==> src/rtl/core/wad_pkg.sv <==
// wad_pkg: shared types and constants for the window average/dispersion block.
// No dependencies.
`default_nettype none
package wad_pkg;
	localparam int unsigned SPREAD_SENTINEL  = 1000;
	localparam int unsigned SPREAD_MIN_COUNT = 3;
	localparam int unsigned CFG_BITS         = 6;
	localparam int unsigned SPREAD_BITS      = 24;
	localparam int unsigned MEAN_BITS        = 12;
endpackage
`default_nettype wire

==> src/rtl/core/wad_cell.sv <==
// wad_cell: one window slot of the circulating sample chain.
// Depends on nothing; used by window_average_dispersion.
`default_nettype none
module wad_cell #(
	parameter int unsigned W = 12
) (
	input  wire logic         clk,
	input  wire logic         load,
	input  wire logic         shift,
	input  wire logic [W-1:0] load_data,
	input  wire logic [W-1:0] prev_data,
	output logic      [W-1:0] data
);
	logic [W-1:0] data_q;

	always_ff @(posedge clk) begin
		if (load) begin
			data_q <= load_data;
		end else if (shift) begin
			data_q <= prev_data;
		end
	end

	assign data = data_q;
endmodule
`default_nettype wire

==> src/rtl/core/wad_div.sv <==
// wad_div: restoring divider, one quotient bit a cycle.
// Depends on nothing; used by window_average_dispersion.
`default_nettype none
module wad_div #(
	parameter int unsigned NW = 40,
	parameter int unsigned DW = 9
) (
	input  wire logic          clk,
	input  wire logic          arst_n,
	input  wire logic          start,
	input  wire logic [NW-1:0] num,
	input  wire logic [DW-1:0] den,
	output logic               done,
	output logic      [NW-1:0] quo
);
	localparam int unsigned CW = $clog2(NW + 1);

	logic [NW-1:0] quo_q;
	logic [DW:0]   rem_q;
	logic [DW-1:0] den_q;
	logic [CW-1:0] cnt_q;
	logic          busy_q;
	logic [DW:0]   trial;
	logic [DW+1:0] diff;

	assign trial = {rem_q[DW-1:0], quo_q[NW-1]};
	assign diff  = {1'b0, trial} - {2'b00, den_q};

	always_ff @(posedge clk or negedge arst_n) begin
		if (!arst_n) begin
			busy_q <= 1'b0;
			done   <= 1'b0;
			cnt_q  <= '0;
		end else begin
			done <= 1'b0;
			if (start) begin
				busy_q <= 1'b1;
				cnt_q  <= CW'(NW);
			end else if (busy_q) begin
				cnt_q <= cnt_q - 1'b1;
				if (cnt_q == CW'(1)) begin
					busy_q <= 1'b0;
					done   <= 1'b1;
				end
			end
		end
	end

	always_ff @(posedge clk) begin
		if (start) begin
			quo_q <= num;
			rem_q <= '0;
			den_q <= den;
		end else if (busy_q) begin
			if (!diff[DW+1]) begin
				rem_q <= diff[DW:0];
				quo_q <= {quo_q[NW-2:0], 1'b1};
			end else begin
				rem_q <= trial;
				quo_q <= {quo_q[NW-2:0], 1'b0};
			end
		end
	end

	assign quo = quo_q;
endmodule
`default_nettype wire

==> src/rtl/core/window_average_dispersion.sv <==
// window_average_dispersion: top level of the sliding-window mean and dispersion.
// Depends on wad_pkg, wad_cell, wad_div.
//
// Each sample beat is written into a row of MAX_DEPTH cells; the row holds the
// window in store order. For every sample the row circulates twice, one cell
// per cycle past a single accumulator: first summing for the mean, then summing
// squared deviations. Each sum is divided by the fill count in a bit-serial
// divider. The work of an item is the two row walks and the two divisions;
// with fewer than three held samples the second division is skipped. One item
// is in flight at a time; the result sits in an output register and the next
// sample is taken once it is drained. A write on the configuration port
// empties the window.
`default_nettype none
module window_average_dispersion #(
	parameter int unsigned MAX_DEPTH   = 32,
	parameter int unsigned SAMPLE_BITS = 12
) (
	input  wire logic        clk,
	input  wire logic        arst_n,
	input  wire logic        cfg_valid,
	output logic             cfg_ready,
	input  wire logic [5:0]  cfg_data,
	input  wire logic        in_valid,
	output logic             in_ready,
	input  wire logic [11:0] sample,
	output logic             out_valid,
	input  wire logic        out_ready,
	output logic [11:0]      mean_value,
	output logic [23:0]      spread,
	output logic             spread_valid
);
	localparam int unsigned PW       = (MAX_DEPTH > 1) ? $clog2(MAX_DEPTH) : 1;
	localparam int unsigned NW       = $clog2(MAX_DEPTH + 1);
	localparam int unsigned SQ_BITS  = 2 * SAMPLE_BITS;
	localparam int unsigned SUM_BITS = SQ_BITS + NW;

	localparam logic [2:0] ST_IDLE = 3'd0;
	localparam logic [2:0] ST_SUM  = 3'd1;
	localparam logic [2:0] ST_MDIV = 3'd2;
	localparam logic [2:0] ST_SQ   = 3'd3;
	localparam logic [2:0] ST_SDIV = 3'd4;
	localparam logic [2:0] ST_OUT  = 3'd5;

	logic [2:0]    state_q;
	logic [5:0]    wlen_q;
	logic [NW-1:0] fill_q;
	logic [PW-1:0] wpos_q;
	logic [NW-1:0] len;
	logic [NW-1:0] step_q;
	logic [SUM_BITS-1:0] acc_q;
	logic [SAMPLE_BITS-1:0] mean_q;
	logic [SQ_BITS-1:0] sq_s1;
	logic          sq_v_s1;

	// row of cells: circulation shifts toward cell 0, cell MAX_DEPTH-1 takes cell 0
	logic [SAMPLE_BITS-1:0] cell_data [MAX_DEPTH];
	logic [SAMPLE_BITS-1:0] smp;
	logic          walking;
	logic [PW-1:0] load_idx;
	logic          load_en;

	assign smp = sample[SAMPLE_BITS-1:0];

	always_comb begin
		len = NW'(wlen_q);
		if (wlen_q == 6'd0) len = NW'(1);
		if ({26'd0, wlen_q} > 32'(MAX_DEPTH)) len = NW'(MAX_DEPTH);
	end

	assign in_ready  = (state_q == ST_IDLE);
	assign cfg_ready = (state_q == ST_IDLE) && !in_valid;
	assign load_en   = in_valid && in_ready;
	assign walking   = (state_q == ST_SUM || state_q == ST_SQ) && (step_q != '0);

	always_comb begin
		if (fill_q < len) load_idx = PW'(fill_q);
		else if ({{(NW-PW){1'b0}}, wpos_q} >= len) load_idx = '0;
		else load_idx = wpos_q;
	end

	for (genvar g = 0; g < MAX_DEPTH; g++) begin : g_cell
		wad_cell #(.W(SAMPLE_BITS)) u_cell (
			.clk      (clk),
			.load     (load_en && (load_idx == PW'(g))),
			.shift    (walking),
			.load_data(smp),
			.prev_data(cell_data[(g + 1) % MAX_DEPTH]),
			.data     (cell_data[g])
		);
	end

	// cell 0 streams past; only the first fill_q beats of a full lap count
	logic [NW-1:0] lap_q;
	logic          head_live;
	logic [SAMPLE_BITS-1:0] dev;
	assign head_live = (lap_q < fill_q);
	assign dev = (cell_data[0] >= mean_q) ? cell_data[0] - mean_q : mean_q - cell_data[0];

	logic          div_start, div_done;
	logic [SUM_BITS-1:0] div_num, div_quo;
	wad_div #(.NW(SUM_BITS), .DW(NW)) u_div (
		.clk   (clk),
		.arst_n(arst_n),
		.start (div_start),
		.num   (div_num),
		.den   (fill_q),
		.done  (div_done),
		.quo   (div_quo)
	);
	assign div_num = acc_q + SUM_BITS'(fill_q >> 1);

	always_ff @(posedge clk) begin
		sq_s1 <= SQ_BITS'(dev) * SQ_BITS'(dev);
	end

	always_ff @(posedge clk or negedge arst_n) begin
		if (!arst_n) begin
			state_q   <= ST_IDLE;
			wlen_q    <= 6'd32;
			fill_q    <= '0;
			wpos_q    <= '0;
			step_q    <= '0;
			lap_q     <= '0;
			sq_v_s1   <= 1'b0;
			div_start <= 1'b0;
			out_valid <= 1'b0;
		end else begin
			div_start <= 1'b0;
			sq_v_s1   <= 1'b0;
			unique case (state_q)
				ST_IDLE: begin
					if (cfg_valid && cfg_ready) begin
						wlen_q <= cfg_data;
						fill_q <= '0;
						wpos_q <= '0;
					end else if (load_en) begin
						if (fill_q < len) begin
							fill_q <= fill_q + 1'b1;
						end else if (NW'(load_idx) + 1'b1 >= len) begin
							wpos_q <= '0;
						end else begin
							wpos_q <= load_idx + 1'b1;
						end
						step_q  <= NW'(MAX_DEPTH);
						lap_q   <= '0;
						state_q <= ST_SUM;
					end
				end
				ST_SUM: begin
					if (step_q != '0) begin
						step_q <= step_q - 1'b1;
						lap_q  <= lap_q + 1'b1;
					end else begin
						div_start <= 1'b1;
						state_q   <= ST_MDIV;
					end
				end
				ST_MDIV: begin
					if (div_done) begin
						step_q  <= NW'(MAX_DEPTH);
						lap_q   <= '0;
						state_q <= ST_SQ;
					end
				end
				ST_SQ: begin
					if (step_q != '0) begin
						step_q  <= step_q - 1'b1;
						lap_q   <= lap_q + 1'b1;
						sq_v_s1 <= head_live;
					end else if (!sq_v_s1) begin
						if (fill_q >= NW'(wad_pkg::SPREAD_MIN_COUNT)) begin
							div_start <= 1'b1;
							state_q   <= ST_SDIV;
						end else begin
							out_valid <= 1'b1;
							state_q   <= ST_OUT;
						end
					end
				end
				ST_SDIV: begin
					if (div_done) begin
						out_valid <= 1'b1;
						state_q   <= ST_OUT;
					end
				end
				ST_OUT: begin
					if (out_ready) begin
						out_valid <= 1'b0;
						state_q   <= ST_IDLE;
					end
				end
				default: state_q <= ST_IDLE;
			endcase
		end
	end

	// accumulator and result registers
	always_ff @(posedge clk) begin
		if (load_en) begin
			acc_q <= '0;
		end else if (state_q == ST_SUM && step_q != '0 && head_live) begin
			acc_q <= acc_q + SUM_BITS'(cell_data[0]);
		end else if (state_q == ST_MDIV && div_done) begin
			acc_q  <= '0;
			mean_q <= div_quo[SAMPLE_BITS-1:0];
		end else if (sq_v_s1) begin
			acc_q <= acc_q + SUM_BITS'(sq_s1);
		end
		if (state_q == ST_SQ && step_q == '0 && !sq_v_s1) begin
			spread       <= 24'(wad_pkg::SPREAD_SENTINEL);
			spread_valid <= 1'b0;
		end
		if (state_q == ST_SDIV && div_done) begin
			spread       <= (div_quo > SUM_BITS'(24'hFFFFFF)) ? 24'hFFFFFF : 24'(div_quo);
			spread_valid <= 1'b1;
		end
	end

	assign mean_value = 12'(mean_q);
endmodule
`default_nettype wire
==> config.mk <==
export PLATFORM = sky130hd
export DESIGN_NAME = window_average_dispersion
export DESIGN_NICKNAME = d
export VERILOG_FILES = /design/src/rtl/core/wad_pkg.sv /design/src/rtl/core/wad_cell.sv /design/src/rtl/core/wad_div.sv /design/src/rtl/core/window_average_dispersion.sv
export SDC_FILE = /design/constraint.sdc
export NUM_CORES = 1
export LEC_CHECK = 0
export BUFFER_PORTS_ARGS = -buffer_cell sky130_fd_sc_hd__clkbuf_2
export CORE_MARGIN = 2
export CORE_UTILIZATION = 50
export DETAILED_ROUTE_END_ITERATION = 12
export GPL_TIMING_DRIVEN = 0
export PLACE_DENSITY = 0.66
export SKIP_LAST_GASP = 1
export SLEW_MARGIN = 20
export SYNTH_ARGS = -nofsm -noshare
export SYNTH_HDL_FRONTEND = slang
export SYNTH_SLANG_ARGS = --single-unit
==> constraint.sdc <==
create_clock -name clk -period 8.5 [get_ports clk]
set_clock_uncertainty 0.05 [all_clocks]
set_input_delay 1.7 -clock clk [delete_from_list [all_inputs] [get_ports clk]]
set_output_delay 1.7 -clock clk [all_outputs]
set_load 0.005 [all_outputs]
==> flow_summary.toml <==
[yosys]
syn_inst = 2663
ys.flop_type = "edfxtp_1"
synth_warnings = 0
ys_ff_latch = 558
synthArstFlopShare = 0.0753
syn_nets = 2932
syn-cell-area_um2 = 32500
synth-seq-area-share = 0.491
synth_area_per_cell_um2 = 12.2
synth_edf_count = 456
synth_cell_types = 97

[floorplan]
die_area_um2 = 67000
dieWidth_um = 259
initial_core_util = 0.505
pin_count = 63
fp-row-count = 93
core_um2 = 64300
fp.dieH_um = 259

[cells_and_area]
mostFrequentLayoutCell = "edfxtp_1"
seq_area_um2 = 15900
final_cell_mix = "edfxtp_1, mux2_2, nor2_1"
n_fill_cell = 5315
syn2layout_area_growth_pct = 10.6
multi_input_area_um2 = 15000
fin_nets = 3065
drive_gt1_frac = 0.240

[job]
maxCapViolations = 0

[clocking]
cts.clk_slew.worst_paths_ns = 0.06
root_buffer = "clkbuf_16"
max-clock-path-buffers = 3
htree_levels = 2
cts_tree = "built"
cts_hold_buffers = 0
cts_made_buffers = 59
clk_latency_ns = 0.63
cts.sinks = 558

[global_route]
grt.overflow.total = 0
grt_max_degree = 43
grt_usage = 0.221
grt_pass1_vias = 20806
antenna_found_initial = 1
grt_first_pass_wirelength_um = 117000

[route]
wire_per_inst_um = 19.9
final_antenna_net_count = 0
dr.pass1.iters = 5
drt-initial-drc-count = 1649
drc = 0
totalWireLength_um = 73500
vias_per_cell = 5.61
num_vias = 20759

[timing]
min_period_over_period = 0.954
finalSetupViolCount = 0
hold_violations = 0
max_freq_mhz = 123
finalSetupTns_ns = 0
tightest_slew_ns = 0.989
maxSlewHeadroom = 0.334
timing.final.ws_setup_ns = 0.391
rsz0062_at_grt = "true"
layout_min_cycle_time_ns = 8.11
holdWs_ns = 0.402
drv_slew = 0

[placed_design]
place_congestion = 0.915
place_ws_ns = -0.403
dpl.hpwl_um = 55800
port_buffers = 62

[critical_path]
required_ns = 9.02
critPathLaunchType = "register"
slowest_delay_ns = 0.59
path_buf_inv = 6
critPathTopFamily = "adder cells"
worst_path_max_delay_cell = "edfxtp_1"
path_class = "reg -> reg"
cp_common_cell = "fa_1"
worstSetupEndpointType = "register"
cp_max_fo = 10
cp.arrival_ns = 8.62

[worst_hold_path]
hold_class = "reg -> reg"

[run_status]
outcome = "complete, no violations"
==> routing by layer <==
layer / vias up / track usage / routed length (um)
li1: 9813 / - / -
met1: 10336 / 0.326 / 35000
met2: 510 / 0.340 / 33000
met3: 100 / 0.0305 / 3760
met4: 0 / 0.0618 / 1670
met5: - / 0 / 0
==> sequential cells by signal, indices dropped and copies added (netlist names), 3 cells and up <==
| signal | flops |
|---|---|
| u_div.den_q | 6 |
| sq_s1 | 23 |
| wpos_q | 5 |
| u_div.rem_q | 6 |
| state_q | 3 |
| wlen_q | 6 |
| acc_q | 30 |
| step_q | 6 |
| g_cell.u_cell.data | 384 |
| u_div.quo | 30 |
| u_div.cnt_q | 5 |
| mean_value | 12 |
| fill_q | 6 |
| lap_q | 6 |
| spread | 24 |
==> layout make-up <==
class,count,share of cell area
Antenna cell,1,0.0000696
Buffer,132,0.0213
Clock buffer,76,0.0434
Clock inverter,35,0.00937
Inverter,221,0.0232
Multi-Input combinational cell,1752,0.418
Sequential cell,558,0.444
Tap cell,855,0.0298
Timing Repair Buffer,72,0.0109
==> synthesized netlist by cell type, types with 18 or more instances <==
| cell | n | area [um^2] |
|---|---|---|
| dfxtp_1 | 60 | 1200 |
| nor2_1 | 216 | 811 |
| clkbuf_1 | 86 | 323 |
| xnor2_1 | 66 | 578 |
| nand2_1 | 191 | 717 |
| nor2b_1 | 22 | 138 |
| or3_1 | 18 | 113 |
| buf_6 | 34 | 383 |
| a21o_1 | 28 | 210 |
| ha_1 | 160 | 2000 |
| inv_1 | 212 | 796 |
| mux2_4 | 40 | 601 |
| edfxtp_1 | 456 | 13700 |
| mux2_2 | 356 | 4010 |
| nand2b_1 | 20 | 125 |
| fa_1 | 86 | 1720 |
| nor3_1 | 23 | 115 |
| a211oi_1 | 19 | 143 |
| dfrtp_1 | 41 | 1030 |
| mux2i_1 | 20 | 200 |
| nand3_1 | 29 | 145 |
| o21ai_0 | 75 | 375 |
| xor2_1 | 35 | 307 |
| a21oi_1 | 105 | 526 |
==> cell families after synthesis <==
group	Yosys count	synth area share
AND/OR/NAND/NOR	628	0.0951
XOR/XNOR	108	0.0311
multiplexers	418	0.149
adder cells (fa/ha/maj)	246	0.115
flip-flops	558	0.491
AO/OA/AOI/OAI	352	0.0704
buffers and inverters	353	0.0492
==> metrics by stage <==
stage	area [um^2]	cells	util
after floorplan	32500	2663	-
after global placement	33900	3580	0.526
after detailed placement	33900	3581	0.527
after CTS	35900	3696	0.557
after global routing	35900	3701	0.558
final	35900	3702	0.558
==> tightest hold or removal path, delay by kind of cell (launching register included) <==
family           cells  cell delay (ns)
and+or+nand+nor      2             0.10
DFF                  1             0.31
==> what timing repair did <==
item / in CTS / in global routing
setup buffers: 4 / 5
gates resized for setup: 6 / 8
setup endpoints to repair: 3 / 5
hold endpoints to repair: 0 / 0
pin swaps: 2 / 2
==> final timing paths <==
check / startpoint / endpoint / slack [ns] / cells after the start
setup / recovery: g_cell[0].u_cell.data[9] / sq_s1[22] / 0.39 / 31
hold / removal: spread_valid / spread_valid / 0.40 / 2
setup reg to reg: g_cell[0].u_cell.data[9] / sq_s1[22] / 0.39 / 31
hold reg to reg: spread_valid / spread_valid / 0.40 / 2
max in group asynchronous: arst_n / fill_q[2] / 6.98 / 1
min in group asynchronous: arst_n / out_valid / 1.02 / 1
Power is not shown: default switching activity piles up to over one toggle a cycle in this logic, so the estimate is an artifact.
